## config.mk

```make
export PLATFORM = sky130hd
export DESIGN_NAME = encoder_odometry_top
export DESIGN_NICKNAME = d
export VERILOG_FILES = /design/src/eo_pkg.sv /design/src/eo_alu.sv /design/src/eo_cordic.sv /design/src/encoder_odometry_top.sv
export SDC_FILE = /design/constraint.sdc
export NUM_CORES = 2
export LEC_CHECK = 0
export BUFFER_PORTS_ARGS = -buffer_cell sky130_fd_sc_hd__buf_2
export CORE_ASPECT_RATIO = 1.1
export CORE_MARGIN = 2
export CORE_UTILIZATION = 29
export CTS_BUF_LIST = sky130_fd_sc_hd__clkbuf_8
export DETAILED_ROUTE_END_ITERATION = 16
export GPL_ROUTABILITY_DRIVEN = 0
export PLACE_DENSITY_LB_ADDON = 0.3
export SYNTH_ARGS = -nofsm -noshare
export SYNTH_HDL_FRONTEND = slang
export SYNTH_SLANG_ARGS = --single-unit
export TNS_END_PERCENT = 50
```

## constraint.sdc

```tcl
create_clock -name clock -period 19.55 [get_ports clock]
set_input_delay 0 -clock clock [delete_from_list [all_inputs] [get_ports clock]]
set_output_delay 0 -clock clock [all_outputs]
set_load 0.01 [all_outputs]
```

## src/eo_pkg.sv

```systemverilog
// Shared types, constants and tables for the encoder odometry block.
package eo_pkg;

   localparam int COUNT_BITS_DEF   = 32;
   localparam int CORDIC_STEPS_DEF = 16;
   localparam int CORDIC_MAX_STEPS = 24;
   localparam int STEP_BITS        = $clog2(CORDIC_MAX_STEPS);

   localparam int XY_BITS = 27;
   localparam int Z_BITS  = 34;

   localparam int REQ_DATA_BITS = 104;
   localparam int RSP_DATA_BITS = 216;

   localparam logic signed [XY_BITS-1:0] CORDIC_GAIN_Q24 = XY_BITS'(10188014);
   localparam logic [17:0] INV_TWO_PI_Q20 = 18'd166886;
   localparam logic [9:0]  MS_PER_S       = 10'd1000;
   localparam logic signed [64:0] DELTA_MAX = 65'sd8388607;
   localparam logic signed [64:0] DELTA_MIN = -65'sd8388608;

   localparam logic [31:0] ATAN_TAB [CORDIC_MAX_STEPS] = '{
      32'h20000000, 32'h12E4051E, 32'h09FB385B, 32'h051111D4, 32'h028B0D43, 32'h0145D7E1,
      32'h00A2F61E, 32'h00517C55, 32'h0028BE53, 32'h00145F2F, 32'h000A2F98, 32'h000517CC,
      32'h00028BE6, 32'h000145F3, 32'h0000A2FA, 32'h0000517D, 32'h000028BE, 32'h0000145F,
      32'h00000A30, 32'h00000518, 32'h0000028C, 32'h00000146, 32'h000000A3, 32'h00000051
   };

   localparam logic CSR_MM_PER_PULSE = 1'b0;
   localparam logic CSR_AXLE_LENGTH  = 1'b1;

   typedef enum logic [1:0] {
      REQ_LEFT  = 2'd0,
      REQ_RIGHT = 2'd1,
      REQ_TICK  = 2'd2,
      REQ_LOAD  = 2'd3
   } req_kind_type;

   typedef enum logic [1:0] {
      ALU_MUL,
      ALU_DIV_TRUNC,
      ALU_DIV_FLOOR
   } alu_op_type;

   typedef enum logic [1:0] {
      UNIT_IDLE,
      UNIT_RUN,
      UNIT_FIN
   } unit_state_type;

   typedef enum logic [3:0] {
      ST_IDLE,
      ST_ADV,
      ST_DA1,
      ST_DA2,
      ST_DA3,
      ST_COR,
      ST_MS,
      ST_MC,
      ST_LS1,
      ST_LS2,
      ST_AS1,
      ST_AS2,
      ST_LA,
      ST_AA,
      ST_OUT
   } seq_state_type;

endpackage

```

## src/eo_alu.sv

```systemverilog
// Shared bit-serial multiply and divide unit on signed 64-bit operands.
module eo_alu import eo_pkg::*; (
   input  logic               clock,
   input  logic               reset,
   input  logic               start,
   input  alu_op_type         op,
   input  logic signed [63:0] opa,
   input  logic signed [63:0] opb,
   output logic               done,
   output logic signed [63:0] result
);

   unit_state_type state_ff, state_in;
   alu_op_type     op_ff, op_in;
   logic [63:0]    ma_ff, ma_in, mb_ff, mb_in, acc_ff, acc_in, rem_ff, rem_in;
   logic [5:0]     cnt_ff, cnt_in;
   logic           neg_ff, neg_in;
   logic [65:0]    trial;
   logic [63:0]    mag;

   // Next state.
   always_comb begin
      state_in = state_ff;
      unique case (state_ff)
         UNIT_IDLE: if (start) state_in = UNIT_RUN;
         UNIT_RUN: begin
            if (op_ff == ALU_MUL) begin
               if (mb_ff == '0) state_in = UNIT_FIN;
            end else if (cnt_ff == '0) begin
               state_in = UNIT_FIN;
            end
         end
         UNIT_FIN: state_in = UNIT_IDLE;
         default: state_in = UNIT_IDLE;
      endcase
   end

   // Datapath: shift-add multiply or restoring division, one bit a cycle.
   always_comb begin
      op_in  = op_ff;
      ma_in  = ma_ff;
      mb_in  = mb_ff;
      acc_in = acc_ff;
      rem_in = rem_ff;
      cnt_in = cnt_ff;
      neg_in = neg_ff;
      trial  = {1'b0, rem_ff, ma_ff[63]} - {2'b00, mb_ff};
      if (state_ff == UNIT_IDLE && start) begin
         op_in  = op;
         ma_in  = opa[63] ? 64'(-opa) : 64'(opa);
         mb_in  = opb[63] ? 64'(-opb) : 64'(opb);
         acc_in = '0;
         rem_in = '0;
         cnt_in = '1;
         neg_in = opa[63] ^ opb[63];
      end else if (state_ff == UNIT_RUN) begin
         if (op_ff == ALU_MUL) begin
            if (mb_ff != '0) begin
               if (mb_ff[0]) acc_in = acc_ff + ma_ff;
               ma_in = {ma_ff[62:0], 1'b0};
               mb_in = {1'b0, mb_ff[63:1]};
            end
         end else begin
            if (!trial[65]) begin
               rem_in = trial[63:0];
               ma_in  = {ma_ff[62:0], 1'b1};
            end else begin
               rem_in = {rem_ff[62:0], ma_ff[63]};
               ma_in  = {ma_ff[62:0], 1'b0};
            end
            cnt_in = cnt_ff - 6'd1;
         end
      end
   end

   // Outputs: the sign is put back, and a floor quotient steps down on a remainder.
   always_comb begin
      done = (state_ff == UNIT_FIN);
      mag  = (op_ff == ALU_MUL) ? acc_ff : ma_ff;
      if (!neg_ff) begin
         result = $signed(mag);
      end else if (op_ff == ALU_DIV_FLOOR && rem_ff != '0) begin
         result = $signed(~mag);
      end else begin
         result = $signed(-mag);
      end
   end

   always_ff @(posedge clock) begin
      if (reset) begin
         state_ff <= UNIT_IDLE;
      end else begin
         state_ff <= state_in;
      end
      op_ff  <= op_in;
      ma_ff  <= ma_in;
      mb_ff  <= mb_in;
      acc_ff <= acc_in;
      rem_ff <= rem_in;
      cnt_ff <= cnt_in;
      neg_ff <= neg_in;
   end

endmodule

```

## src/eo_cordic.sv

```systemverilog
// Iterative rotation-mode CORDIC giving cosine and sine of a binary angle in Q24.
module eo_cordic import eo_pkg::*; #(
   parameter int STEPS = CORDIC_STEPS_DEF
) (
   input  logic                      clock,
   input  logic                      reset,
   input  logic                      start,
   input  logic [15:0]               angle,
   output logic                      done,
   output logic signed [XY_BITS-1:0] cos_out,
   output logic signed [XY_BITS-1:0] sin_out
);

   unit_state_type            state_ff, state_in;
   logic signed [XY_BITS-1:0] x_ff, x_in, y_ff, y_in, xs, ys;
   logic signed [Z_BITS-1:0]  z_ff, z_in, at;
   logic [STEP_BITS-1:0]      i_ff, i_in;
   logic                      flip_ff, flip_in;

   always_comb begin
      state_in = state_ff;
      unique case (state_ff)
         UNIT_IDLE: if (start) state_in = UNIT_RUN;
         UNIT_RUN:  if (i_ff == STEP_BITS'(STEPS - 1)) state_in = UNIT_FIN;
         UNIT_FIN:  state_in = UNIT_IDLE;
         default:   state_in = UNIT_IDLE;
      endcase
   end

   always_comb begin
      x_in    = x_ff;
      y_in    = y_ff;
      z_in    = z_ff;
      i_in    = i_ff;
      flip_in = flip_ff;
      xs      = x_ff >>> i_ff;
      ys      = y_ff >>> i_ff;
      at      = $signed({2'b00, ATAN_TAB[i_ff]});
      if (state_ff == UNIT_IDLE && start) begin
         // Angles in the back half-turn are rotated by a half-turn and negated after.
         flip_in = angle[15] ^ angle[14];
         z_in    = Z_BITS'($signed({angle[14], angle[14:0], 16'h0000}));
         x_in    = CORDIC_GAIN_Q24;
         y_in    = '0;
         i_in    = '0;
      end else if (state_ff == UNIT_RUN) begin
         if (!z_ff[Z_BITS-1]) begin
            x_in = x_ff - ys;
            y_in = y_ff + xs;
            z_in = z_ff - at;
         end else begin
            x_in = x_ff + ys;
            y_in = y_ff - xs;
            z_in = z_ff + at;
         end
         i_in = i_ff + STEP_BITS'(1);
      end
   end

   always_comb begin
      done    = (state_ff == UNIT_FIN);
      cos_out = flip_ff ? -x_ff : x_ff;
      sin_out = flip_ff ? -y_ff : y_ff;
   end

   always_ff @(posedge clock) begin
      if (reset) begin
         state_ff <= UNIT_IDLE;
      end else begin
         state_ff <= state_in;
      end
      x_ff    <= x_in;
      y_ff    <= y_in;
      z_ff    <= z_in;
      i_ff    <= i_in;
      flip_ff <= flip_in;
   end

endmodule

```

## src/encoder_odometry_top.sv

```systemverilog
// Top level of the encoder odometry block: wheel counters, pose, sequencer and result register.
// Dead-reckoning odometry for a two-wheel robot. Edge words (left or right) move a wheel count
// up when the A and B levels are equal and down otherwise; load words set the pose. Both are
// taken only while the sequencer is idle and give no result. An update tick takes the wheel
// deltas since the last tick, works out the advance and heading change, rotates the advance by
// the new heading and moves the pose, then forms speeds and accelerations and delivers one
// result word. All multiplies and divides of a tick run one after another on a single
// bit-serial unit. When elapsed_ms is zero, the speed and acceleration steps are skipped. A
// tick occupies the block until its result is registered, and req_tready stays low meanwhile.
// The result register lets a tick finish while the previous result still waits, but a tick
// only completes once that register is free.
module encoder_odometry_top import eo_pkg::*; #(
   parameter int COUNT_BITS   = COUNT_BITS_DEF,
   parameter int CORDIC_STEPS = CORDIC_STEPS_DEF
) (
   input  logic                     clock,
   input  logic                     reset,
   input  logic                     req_tvalid,
   output logic                     req_tready,
   // chan_a, chan_b, elapsed_ms[15:0], new_x[31:0], new_y[31:0], new_heading[15:0], zeros
   input  logic [REQ_DATA_BITS-1:0] req_tdata,
   // req_type[1:0]
   input  logic [1:0]               req_tuser,
   output logic                     rsp_tvalid,
   input  logic                     rsp_tready,
   // pos_x, pos_y, heading, linear_speed, angular_speed, linear_accel, angular_accel,
   // zero_interval, zeros
   output logic [RSP_DATA_BITS-1:0] rsp_tdata,
   input  logic                     csr_valid,
   output logic                     csr_ready,
   input  logic                     csr_index,
   input  logic [19:0]              csr_data
);

   seq_state_type           state_ff, state_in;
   logic                    issued_ff, issued_in;
   logic [COUNT_BITS-1:0]   lcnt_ff, lcnt_in, rcnt_ff, rcnt_in;
   logic [COUNT_BITS-1:0]   lseen_ff, lseen_in, rseen_ff, rseen_in;
   logic [31:0]             x_ff, x_in, y_ff, y_in;
   logic [15:0]             angle_ff, angle_in;
   logic signed [31:0]      lspd_ff, lspd_in, aspd_ff, aspd_in;
   logic signed [31:0]      lacc_ff, lacc_in, aacc_ff, aacc_in;
   logic [19:0]             mpp_ff, mpp_in;
   logic [15:0]             axle_ff, axle_in;
   logic signed [24:0]      dsum_ff, dsum_in, ddif_ff, ddif_in;
   logic [15:0]             el_ff, el_in;
   logic signed [63:0]      prod_ff, prod_in, adv_ff, adv_in, dang_ff, dang_in;
   logic signed [63:0]      ls_ff, ls_in, as_ff, as_in;
   logic signed [XY_BITS-1:0] cos_ff, cos_in, sin_ff, sin_in;
   logic                    rsp_valid_ff, rsp_valid_in;
   logic [RSP_DATA_BITS-1:0] rsp_data_ff, rsp_data_in;

   logic                    req_accept, up;
   req_kind_type            kind;
   logic [COUNT_BITS-1:0]   step, ldiff, rdiff;
   logic signed [23:0]      dl, dr;
   logic                    alu_start, alu_done, cor_start, cor_done;
   alu_op_type              alu_op;
   logic signed [63:0]      alu_a, alu_b, alu_res, shr24;
   logic signed [XY_BITS-1:0] cor_cos, cor_sin;
   logic [15:0]             axle_eff;
   logic                    zero_el, out_free;
   logic signed [31:0]      out_lspd, out_aspd;

   function automatic logic signed [23:0] sat_delta(input logic signed [64:0] v);
      if (v > DELTA_MAX) return 24'sd8388607;
      if (v < DELTA_MIN) return -24'sd8388608;
      return v[23:0];
   endfunction

   function automatic logic signed [31:0] sat32(input logic signed [63:0] v);
      if (v > 64'sd2147483647) return 32'sh7FFFFFFF;
      if (v < -64'sd2147483648) return 32'sh80000000;
      return v[31:0];
   endfunction

   assign req_tready = (state_ff == ST_IDLE);
   assign req_accept = req_tvalid && req_tready;
   assign kind       = req_kind_type'(req_tuser);
   assign csr_ready  = 1'b1;
   assign rsp_tvalid = rsp_valid_ff;
   assign rsp_tdata  = rsp_data_ff;

   // Wheel deltas since the last tick, signed in the counter width and then clamped.
   assign up    = (req_tdata[0] == req_tdata[1]);
   assign step  = up ? COUNT_BITS'(1) : '1;
   assign ldiff = lcnt_ff - lseen_ff;
   assign rdiff = rcnt_ff - rseen_ff;
   assign dl    = sat_delta(65'($signed(ldiff)));
   assign dr    = sat_delta(65'($signed(rdiff)));

   assign axle_eff = (axle_ff == '0) ? 16'd1 : axle_ff;
   assign zero_el  = (el_ff == '0);
   assign out_free = !rsp_valid_ff || rsp_tready;
   assign shr24    = alu_res >>> 24;
   assign out_lspd = zero_el ? lspd_ff : sat32(ls_ff);
   assign out_aspd = zero_el ? aspd_ff : sat32(as_ff);

   eo_alu u_alu (
      .clock  (clock),
      .reset  (reset),
      .start  (alu_start),
      .op     (alu_op),
      .opa    (alu_a),
      .opb    (alu_b),
      .done   (alu_done),
      .result (alu_res)
   );

   eo_cordic #(.STEPS(CORDIC_STEPS)) u_cordic (
      .clock   (clock),
      .reset   (reset),
      .start   (cor_start),
      .angle   (angle_ff),
      .done    (cor_done),
      .cos_out (cor_cos),
      .sin_out (cor_sin)
   );

   // Next state of the tick sequencer.
   always_comb begin
      state_in = state_ff;
      unique case (state_ff)
         ST_IDLE: if (req_accept && kind == REQ_TICK) state_in = ST_ADV;
         ST_ADV:  if (alu_done) state_in = ST_DA1;
         ST_DA1:  if (alu_done) state_in = ST_DA2;
         ST_DA2:  if (alu_done) state_in = ST_DA3;
         ST_DA3:  if (alu_done) state_in = ST_COR;
         ST_COR:  if (cor_done) state_in = ST_MS;
         ST_MS:   if (alu_done) state_in = ST_MC;
         ST_MC:   if (alu_done) state_in = zero_el ? ST_OUT : ST_LS1;
         ST_LS1:  if (alu_done) state_in = ST_LS2;
         ST_LS2:  if (alu_done) state_in = ST_AS1;
         ST_AS1:  if (alu_done) state_in = ST_AS2;
         ST_AS2:  if (alu_done) state_in = ST_LA;
         ST_LA:   if (alu_done) state_in = ST_AA;
         ST_AA:   if (alu_done) state_in = ST_OUT;
         ST_OUT:  if (out_free) state_in = ST_IDLE;
         default: state_in = ST_IDLE;
      endcase
   end

   // Operands for the shared unit in each step.
   always_comb begin
      alu_op = ALU_MUL;
      alu_a  = prod_ff;
      alu_b  = 64'(el_ff);
      unique case (state_ff)
         ST_ADV: begin
            alu_a = 64'(dsum_ff);
            alu_b = 64'(mpp_ff);
         end
         ST_DA1: begin
            alu_a = 64'(ddif_ff);
            alu_b = 64'(mpp_ff);
         end
         ST_DA2: alu_b = 64'(INV_TWO_PI_Q20);
         ST_DA3: begin
            alu_op = ALU_DIV_FLOOR;
            alu_b  = 64'({axle_eff, 12'h000});
         end
         ST_MS: begin
            alu_a = adv_ff;
            alu_b = 64'(sin_ff);
         end
         ST_MC: begin
            alu_a = adv_ff;
            alu_b = 64'(cos_ff);
         end
         ST_LS1: begin
            alu_a = adv_ff;
            alu_b = 64'(MS_PER_S);
         end
         ST_AS1: begin
            alu_a = dang_ff;
            alu_b = 64'(MS_PER_S);
         end
         ST_LS2, ST_AS2: alu_op = ALU_DIV_TRUNC;
         ST_LA: begin
            alu_op = ALU_DIV_TRUNC;
            alu_a  = ls_ff - 64'(lspd_ff);
         end
         ST_AA: begin
            alu_op = ALU_DIV_TRUNC;
            alu_a  = as_ff - 64'(aspd_ff);
         end
         default: alu_op = ALU_MUL;
      endcase
      cor_start = (state_ff == ST_COR) && !issued_ff;
      alu_start = (state_ff != ST_IDLE) && (state_ff != ST_COR) &&
                  (state_ff != ST_OUT) && !issued_ff;
      issued_in = issued_ff;
      if (alu_done || cor_done) begin
         issued_in = 1'b0;
      end else if (alu_start || cor_start) begin
         issued_in = 1'b1;
      end
   end

   // Datapath registers.
   always_comb begin
      lcnt_in      = lcnt_ff;
      rcnt_in      = rcnt_ff;
      lseen_in     = lseen_ff;
      rseen_in     = rseen_ff;
      x_in         = x_ff;
      y_in         = y_ff;
      angle_in     = angle_ff;
      lspd_in      = lspd_ff;
      aspd_in      = aspd_ff;
      lacc_in      = lacc_ff;
      aacc_in      = aacc_ff;
      mpp_in       = mpp_ff;
      axle_in      = axle_ff;
      dsum_in      = dsum_ff;
      ddif_in      = ddif_ff;
      el_in        = el_ff;
      prod_in      = prod_ff;
      adv_in       = adv_ff;
      dang_in      = dang_ff;
      ls_in        = ls_ff;
      as_in        = as_ff;
      cos_in       = cos_ff;
      sin_in       = sin_ff;
      rsp_valid_in = rsp_valid_ff && !rsp_tready;
      rsp_data_in  = rsp_data_ff;

      if (csr_valid) begin
         unique case (csr_index)
            CSR_MM_PER_PULSE: mpp_in  = csr_data;
            CSR_AXLE_LENGTH:  axle_in = csr_data[15:0];
            default:          mpp_in  = mpp_ff;
         endcase
      end

      if (req_accept) begin
         unique case (kind)
            REQ_LEFT:  lcnt_in = lcnt_ff + step;
            REQ_RIGHT: rcnt_in = rcnt_ff + step;
            REQ_LOAD: begin
               x_in     = req_tdata[49:18];
               y_in     = req_tdata[81:50];
               angle_in = req_tdata[97:82];
            end
            REQ_TICK: begin
               dsum_in  = 25'(dl) + 25'(dr);
               ddif_in  = 25'(dr) - 25'(dl);
               el_in    = req_tdata[17:2];
               lseen_in = lcnt_ff;
               rseen_in = rcnt_ff;
            end
            default: el_in = el_ff;
         endcase
      end

      if (alu_done) begin
         unique case (state_ff)
            ST_ADV: adv_in = alu_res >>> 9;
            ST_DA3: begin
               dang_in  = alu_res;
               angle_in = angle_ff + alu_res[15:0];
            end
            ST_MS: x_in = x_ff - shr24[31:0];
            ST_MC: begin
               y_in = y_ff + shr24[31:0];
               // No interval: speeds are held and both accelerations read zero.
               lacc_in = '0;
               aacc_in = '0;
            end
            ST_LS2: ls_in = alu_res;
            ST_AS2: as_in = alu_res;
            ST_LA:  lacc_in = sat32(alu_res);
            ST_AA:  aacc_in = sat32(alu_res);
            default: prod_in = alu_res;
         endcase
      end

      if (cor_done) begin
         cos_in = cor_cos;
         sin_in = cor_sin;
      end

      if (state_ff == ST_OUT && out_free) begin
         lspd_in      = out_lspd;
         aspd_in      = out_aspd;
         rsp_valid_in = 1'b1;
         rsp_data_in  = {7'b0, zero_el, aacc_ff, lacc_ff, out_aspd, out_lspd,
                         angle_ff, y_ff, x_ff};
      end
   end

   always_ff @(posedge clock) begin
      if (reset) begin
         state_ff     <= ST_IDLE;
         issued_ff    <= 1'b0;
         lcnt_ff      <= '0;
         rcnt_ff      <= '0;
         lseen_ff     <= '0;
         rseen_ff     <= '0;
         x_ff         <= '0;
         y_ff         <= '0;
         angle_ff     <= '0;
         lspd_ff      <= '0;
         aspd_ff      <= '0;
         mpp_ff       <= 20'd6554;
         axle_ff      <= 16'd17920;
         rsp_valid_ff <= 1'b0;
      end else begin
         state_ff     <= state_in;
         issued_ff    <= issued_in;
         lcnt_ff      <= lcnt_in;
         rcnt_ff      <= rcnt_in;
         lseen_ff     <= lseen_in;
         rseen_ff     <= rseen_in;
         x_ff         <= x_in;
         y_ff         <= y_in;
         angle_ff     <= angle_in;
         lspd_ff      <= lspd_in;
         aspd_ff      <= aspd_in;
         mpp_ff       <= mpp_in;
         axle_ff      <= axle_in;
         rsp_valid_ff <= rsp_valid_in;
      end
      lacc_ff     <= lacc_in;
      aacc_ff     <= aacc_in;
      dsum_ff     <= dsum_in;
      ddif_ff     <= ddif_in;
      el_ff       <= el_in;
      prod_ff     <= prod_in;
      adv_ff      <= adv_in;
      dang_ff     <= dang_in;
      ls_ff       <= ls_in;
      as_ff       <= as_in;
      cos_ff      <= cos_in;
      sin_ff      <= sin_in;
      rsp_data_ff <= rsp_data_in;
   end

endmodule

```

; Word level (Yosys, flattened, before mapping)
; Memory sizes are Yosys's and may differ from the RTL's.
; Cells that the tools add are included.
[word_totals]
ff_bits = 1381
romBits = 1024
in_bits = 132
output_inout_bits = 219
elab_cells = 313
n_memories = 1
[op_classes]
add_sub_neg = 26
magnitude_cmp = 11
eq_ne = 47
shift = 2
muxes = 117
bitwise = 7
n_reduce_logical = 60
[mem_list]
columns = memory, words, width, read_ports, rd_clocked_by_memory_dff, write_ports, line_no
row1 = (no name shown), 32, 32, 1, 0, 0, eo_cordic.sv:38  ; at = $signed({2'b00, ATAN_TAB[i_ff]});
[op_table]
columns = operator, count
row1 = 64-bit 2-to-1 mux, 14
row2 = 32-bit 2-to-1 mux, 27
row3 = 64-bit case mux with 6 select lines, 2
row4 = "64-bit by 32-bit greater-than comparator with 1-bit output, second input constant", 3
row5 = "64-bit by 32-bit less-than comparator with 1-bit output, second input constant", 3
row6 = 24-bit 2-to-1 mux, 8
row7 = 64-bit negation, 3
row8 = 32-bit case mux with 2 select lines, 2
row9 = 64-bit nonzero test, 2
row10 = 64-bit by 32-bit subtractor with 64-bit output, 2
row11 = 27-bit 2-to-1 mux, 4
row12 = 34-bit 2-to-1 mux, 3
row13 = 32-bit adder, 3
row14 = 32-bit subtractor, 3
row15 = 16-bit 2-to-1 mux, 5
row16 = 65-bit by 64-bit subtractor with 66-bit output, 1
row17 = 64-bit adder, 1
row18 = "32-bit by 24-bit greater-than comparator with 1-bit output, second input constant", 2
row19 = 64-bit zero test, 1
row20 = "32-bit by 24-bit less-than comparator with 1-bit output, second input constant", 2
row21 = 64-bit NOT, 1
row22 = 4-bit 2-to-1 mux, 15
row23 = 4-bit case mux with 15 select lines, 1
row24 = 27-bit adder, 2
row25 = 48 further kinds, 160

; Longest topological paths before layout
[depth]
ltp_word = 15
depth_mapped = 38
ltp_nobuf = 36

; Hierarchy
; Synthesis repeated with hierarchy kept, for this count alone.
[unflattened]
hier_cells = 10888
hier_area_um2 = 95355.2
[by_module_without_submodules]
columns = module, n_inst, cells_each, area_per_inst_um2, seq_area_each_um2
row1 = encoder_odometry_top, 1, 5919, 57071.0, 27396.3
row2 = eo_alu, 1, 3129, 23975.5, 6656.4
row3 = eo_cordic, 1, 1840, 14308.7, 2112.0

; Worst setup path before layout
; Ideal clock, no wire load.
[synth_timing]
path_type = reg2reg
from = register state_ff[2]
to = register ls_ff[0], enable pin
setup_time_ns = 0.644
arrival_time_ns = 7.572
t_required_ns = 18.906
setup_slack_ns = 11.334
path_stages_with_launch = 8
path_buffers = 6
synth_period_minus_slack_ns = 8.216
path_cell_list = dfxtp_1 > buf_4 > buf_2 > buf_2 > buf_1 > clkbuf_1 > buf_1 > nor4_1
[synth_between]
elab_chain_len = 2
[synth_rtl]
columns = element, line_no
row1 = from (decl), encoder_odometry_top.sv:35  ; seq_state_type state_ff, state_in;
row2 = from (signal assigned), encoder_odometry_top.sv:309  ; state_ff <= state_in;
row3 = 4-bit equality test, encoder_odometry_top.sv:257  ; unique case (state_ff)
row4 = 2-bit AND reduction (no source line), -
row5 = to (signal assigned), encoder_odometry_top.sv:332  ; ls_ff <= ls_in;
row6 = to (decl), encoder_odometry_top.sv:48  ; logic signed [63:0] ls_ff, ls_in, as_ff, as_in;
; Every way passes these cells.
; A chain may end at the register's enable or synchronous reset.

; Final worst setup path
[layout_timing]
from = register u_alu.op_ff[0]
to = register y_ff[30]
[layout_between]
elab_chain_len = 8
word_cells_on_any_way = 11
cone_classes = add/sub: 2 / eq/ne: 1 / mux: 5 / bitwise: 1 / reduce/logical: 2
[layout_rtl]
columns = element, line_no
row1 = from (decl), eo_alu.sv:14  ; alu_op_type op_ff, op_in;
row2 = from (signal assigned), eo_alu.sv:95  ; op_ff <= op_in;
row3 = 2-bit zero test, eo_alu.sv:79  ; mag = (op_ff == ALU_MUL) ? acc_ff : ma_ff;
row4 = 64-bit 2-to-1 mux, eo_alu.sv:79
row5 = 64-bit negation / 64-bit NOT (equally long branches), "eo_alu.sv:85, eo_alu.sv:83"
row6 = 64-bit 2-to-1 mux, eo_alu.sv:82  ; end else if (op_ff == ALU_DIV_FLOOR && rem_ff != '0) begin
row7 = 64-bit 2-to-1 mux *, eo_alu.sv:80  ; if (!neg_ff) begin
row8 = via alu_res[32], encoder_odometry_top.sv:59  ; logic signed [63:0] alu_a, alu_b, alu_res, shr24;
row9 = 32-bit adder *, encoder_odometry_top.sv:265  ; y_in = y_ff + shr24[31:0];
row10 = 32-bit 2-to-1 mux *, encoder_odometry_top.sv:257
row11 = 32-bit 2-to-1 mux *, encoder_odometry_top.sv:256  ; if (alu_done) begin
row12 = to (signal assigned), encoder_odometry_top.sv:316  ; y_ff <= y_in;
row13 = to (decl), encoder_odometry_top.sv:39  ; logic [31:0] x_ff, x_in, y_ff, y_in;
; The timed path passes the listed nets; every way through them passes the cells marked *.

==> impl_table.tex <==
\begin{tabular}{lr}
\hline
Metric & Value \\
\hline
\multicolumn{2}{l}{\textbf{Synthesis}} \\
Post-synth EDFFs & 853 \\
Unique masters post-synth & 122 \\
Number of synthesized register bits & 1380 \\
Cell taking the most area after synthesis & sky130\_fd\_sc\_hd\_\_edfxtp\_1 \\
Yosys warnings & 0 \\
Syn Std Cell Area & 0.0933 mm² \\
Share of Yosys cell area claimed by the top area cell type & 27.5\% \\
Syn\_area\_per\_cell & 8.93 µm² \\
Most area-consuming cells after synthesis & sky130\_fd\_sc\_hd\_\_edfxtp\_1 (27\%), sky130\_fd\_sc\_hd\_\_dfxtp\_1 (11\%), sky130\_fd\_sc\_hd\_\_ha\_1 (8.1\%) \\
Share of synthesized area occupied by flip-flops and latches & 38.8\% \\
Number of standard cells after synthesis & 10.4k \\
Dominant cell by count in the synthesized netlist & sky130\_fd\_sc\_hd\_\_nand2\_1 \\
Post-synthesis async set-or-reset flop share & 0\% \\
Most common library cells after synthesis & sky130\_fd\_sc\_hd\_\_nand2\_1 (1400), sky130\_fd\_sc\_hd\_\_a21oi\_1 (966), sky130\_fd\_sc\_hd\_\_edfxtp\_1 (853), sky130\_fd\_sc\_hd\_\_nor2\_1 (700), sky130\_fd\_sc\_hd\_\_o21ai\_0 (614) \\
Top flip-flop cell by instance count after synthesis & sky130\_fd\_sc\_hd\_\_edfxtp\_1 \\
\multicolumn{2}{l}{\textbf{Clock network}} \\
CTS H-tree depth & 4 \\
Worst skew pair latency & 1.09 ns \\
Clock transition at path regs & 0.07 ns \\
Maximum clock path buffer count & 4 \\
CTS buffer count & 246 \\
CTS tree & done \\
Sink Count & 1380 \\
Clk root buf & sky130\_fd\_sc\_hd\_\_clkbuf\_8 \\
Post-cts sizing count & 0 \\
\multicolumn{2}{l}{\textbf{Worst setup path}} \\
Count of cells along the worst register-to-register path & 29 \\
Required time worst endpoint & 20.52 ns \\
Kind of launch point of the worst setup path & flip-flop \\
Cell with the largest stage delay on the worst path & sky130\_fd\_sc\_hd\_\_edfxtp\_1 \\
Crit. End Element & flip-flop \\
Setup CP Type & reg -> reg \\
Most common cell type on the critical path & sky130\_fd\_sc\_hd\_\_buf\_4 \\
Worst path max stage delay & 0.81 ns \\
WP data arrival & 10.96 ns \\
Crit path max fanout & 68 \\
\multicolumn{2}{l}{\textbf{Power}} \\
Worst-case vdd ir drop & 0.000140 V \\
Clk network pwr share & 15.4\% \\
Fraction of power spent switching nets & 47.5\% \\
Comb power frac & 59.1\% \\
Reported leakage power & 42.3 nW \\
Psw & 0.00869 W \\
P per Cell Area & 170 mW/mm² \\
Internal power component & 0.00959 W \\
Part of the power in registers & 25.5\% \\
\multicolumn{2}{l}{\textbf{Route}} \\
Antenna-violating nets left & 0 \\
Total Wirelength & 330 mm \\
Avg WL per Cell & 21.4 µm \\
Drt drc & 0 \\
DRC violation total after the first TritonRoute iteration & 6235 \\
Vias & 80.7k \\
Via count normalized by instance count & 5.24 \\
First-pass DRT Iterations & 9 \\
\multicolumn{2}{l}{\textbf{GRT}} \\
Maximum number of pins on one net before global-route repair & 99 \\
Via count of the first global-routing pass & 77.0k \\
Number of antenna violations at the first check in global routing & 22 \\
Overflow after GRT & 0 \\
All-Layer GR Usage & 19.5\% \\
First-pass GRT wire length & 489 mm \\
\multicolumn{2}{l}{\textbf{Timing}} \\
Final-report max-slew violation count & 0 \\
Peak clock frequency supported by timing & 100 MHz \\
Final TNS setup & 0 ns \\
Slew HR & 11.2\% \\
Share of the clock period used by the worst path after layout & 51.1\% \\
Setup repair after global routing missed its margin & false \\
Worst clock skew & 0.180 ns \\
WHS & 0.0423 ns \\
Slew of the pin with the lowest slew margin & 1.32 ns \\
Final setup violating endpoints & 0 \\
Hold Violations, Final & 0 \\
Final min period & 9.99 ns \\
\multicolumn{2}{l}{\textbf{Floorplan}} \\
Starting density of the core & 29.1\% \\
I/O pins & 351 \\
Die Width & 545 µm \\
CORE AREA & 0.320 mm² \\
Overall die height & 599 µm \\
Area enclosed by the die boundary & 0.326 mm² \\
Std cell rows & 218 \\
\multicolumn{2}{l}{\textbf{Final layout}} \\
Number of standard cells in the layout, taps in and fillers out & 15.4k \\
Multi-input gate area in the final layout & 0.0535 mm² \\
Area of all sequential standard cells & 0.0362 mm² \\
Final nets & 11.6k \\
Layout overhead on the synthesized area & 15.1\% \\
Count of fill cells added during filler insertion & 33.5k \\
Fraction of layout instances using a drive strength above 1 & 10.0\% \\
Fin area & 0.107 mm² \\
\multicolumn{2}{l}{\textbf{Placement}} \\
Number of input and output port buffers inserted & 336 \\
Cell Count Post-Placement & 14.7k \\
Area after detailed placement & 0.0996 mm² \\
Half-perimeter wire length after placement & 242 mm \\
\multicolumn{2}{l}{\textbf{Hold path}} \\
Hold-critical path depth & 6 \\
Path category of the worst min-delay check & in -> reg \\
\multicolumn{2}{l}{\textbf{Outcome}} \\
Result of the run & complete, no violations \\
\multicolumn{2}{l}{\textbf{Run}} \\
Max-cap check violation count & 0 \\
\hline
\end{tabular}
-- critical path: cells and delay by family (launching register included) --
kind / cells / cell delay, ns
AOI/OAI and AO/OA: 14 / 4.02
muxes: 1 / 0.48
buffers and inverters: 5 / 2.16
xor gates and xnor gates: 1 / 0.16
DFF: 1 / 0.81
adders and majority gates: 1 / 0.38
and+or+nand+nor: 7 / 1.85
-- power by group through the flow --
stage               sequential (W)  clock [W]  combinational, W
finish                     0.00465    0.00282            0.0108
global route               0.00470    0.00301            0.0119
CTS                        0.00464    0.00290            0.0108
detailed placement         0.00470          0            0.0107
global placement           0.00470          0            0.0106
floorplan                  0.00439          0           0.00761
-- registers in the layout, indices dropped and copies added (netlist names), 32 cells and up --
signal,flops
u_alu.acc_ff,64
aacc_ff,32
lcnt_ff,32
lseen_ff,32
aspd_ff,32
dang_ff,64
rseen_ff,32
prod_ff,64
u_alu.rem_ff,64
u_alu.ma_ff,64
rsp_tdata,209
ls_ff,64
u_alu.mb_ff,64
rcnt_ff,32
u_cordic.z_ff,34
adv_ff,55
x_ff,32
y_ff,32
lspd_ff,32
as_ff,64
lacc_ff,32
-- layer usage --
metal	GRT usage [%]	part of all wire, %
met5	0	0.0082
met4	11.0	6.3
met3	2.52	5.4
met2	32.8	47
met1	24.0	41
-- worst paths after layout --
| check | startpoint | end | slack (ns) |
|---|---|---|---|
| setup / recovery | u_alu.op_ff[0]$_DFFE_PP_ | y_ff[30]$_SDFF_PP0_ | 9.56 |
| hold / removal | req_tdata[33] | x_ff[15]$_SDFF_PP0_ | 0.04 |
| setup reg to reg | u_alu.op_ff[0]$_DFFE_PP_ | y_ff[30]$_SDFF_PP0_ | 9.56 |
| hold reg to reg | aacc_ff[1]$_SDFFCE_PN0P_ | rsp_tdata[177]$_DFFE_PP_ | 0.41 |
-- final cells by class --
type                    count  area share (%)
inverters                 461            1.62
multi-input cells        8047            49.8
flip-flops and latches   1380            33.7
repair buffers            761            5.21
diodes                      7          0.0163
well taps                4290            5.00
clock inverters           172            1.04
clock buffers             281            3.60
-- layout by cell type, fill, tap and decap left out, drive strengths merged, types with 67 or more instances in the layout --
master / count
clkbuf: 281
o31ai: 82
nor2b: 84
nor4: 108
o21bai: 88
nor3: 201
xnor2: 453
nor2: 701
nand4: 121
buf: 488
o21a: 94
inv: 532
dlygate4sd3: 273
nand2: 1402
o21ai: 694
a21oi: 967
xor2: 267
nand3: 196
ha: 602
clkinv: 79
dfxtp: 527
a22oi: 83
a21o: 265
and3: 78
a211oi: 127
or3: 93
mux2i: 279
a31oi: 96
and2: 67
nand2b: 103
edfxtp: 853
-- through the flow --
| stage | setup WS, ns | total power [W] | util [%] |
|---|---|---|---|
| 6_report | 9.56 | 0.0183 | 33.5 |
| 5_1_grt | 8.88 | 0.0196 | 33.5 |
| 4_1_cts | 9.78 | 0.0183 | 33.5 |
| 3_5_place_dp | 10.34 | 0.0154 | 31.1 |
| 3_3_place_gp | 10.38 | 0.0153 | 31.1 |
| 2_1_floorplan | 11.33 | 0.0120 | - |
-- cell families after synthesis --
kind of cell	synth area share, %
other	0.00805
DFF	38.8
muxes	4.81
adders and majority gates	8.42
buffers and inverters	4.27
xor gates and xnor gates	6.76
and+or+nand+nor	16.6
AOI/OAI and AO/OA	20.4
-- timing repair --
action / CTS / global route
hold endpoints to repair: 330 / 0
hold buffers: 274 / 0
buffers inserted: 0 / 0
No activity file was read; power rests on OpenSTA's default activity.
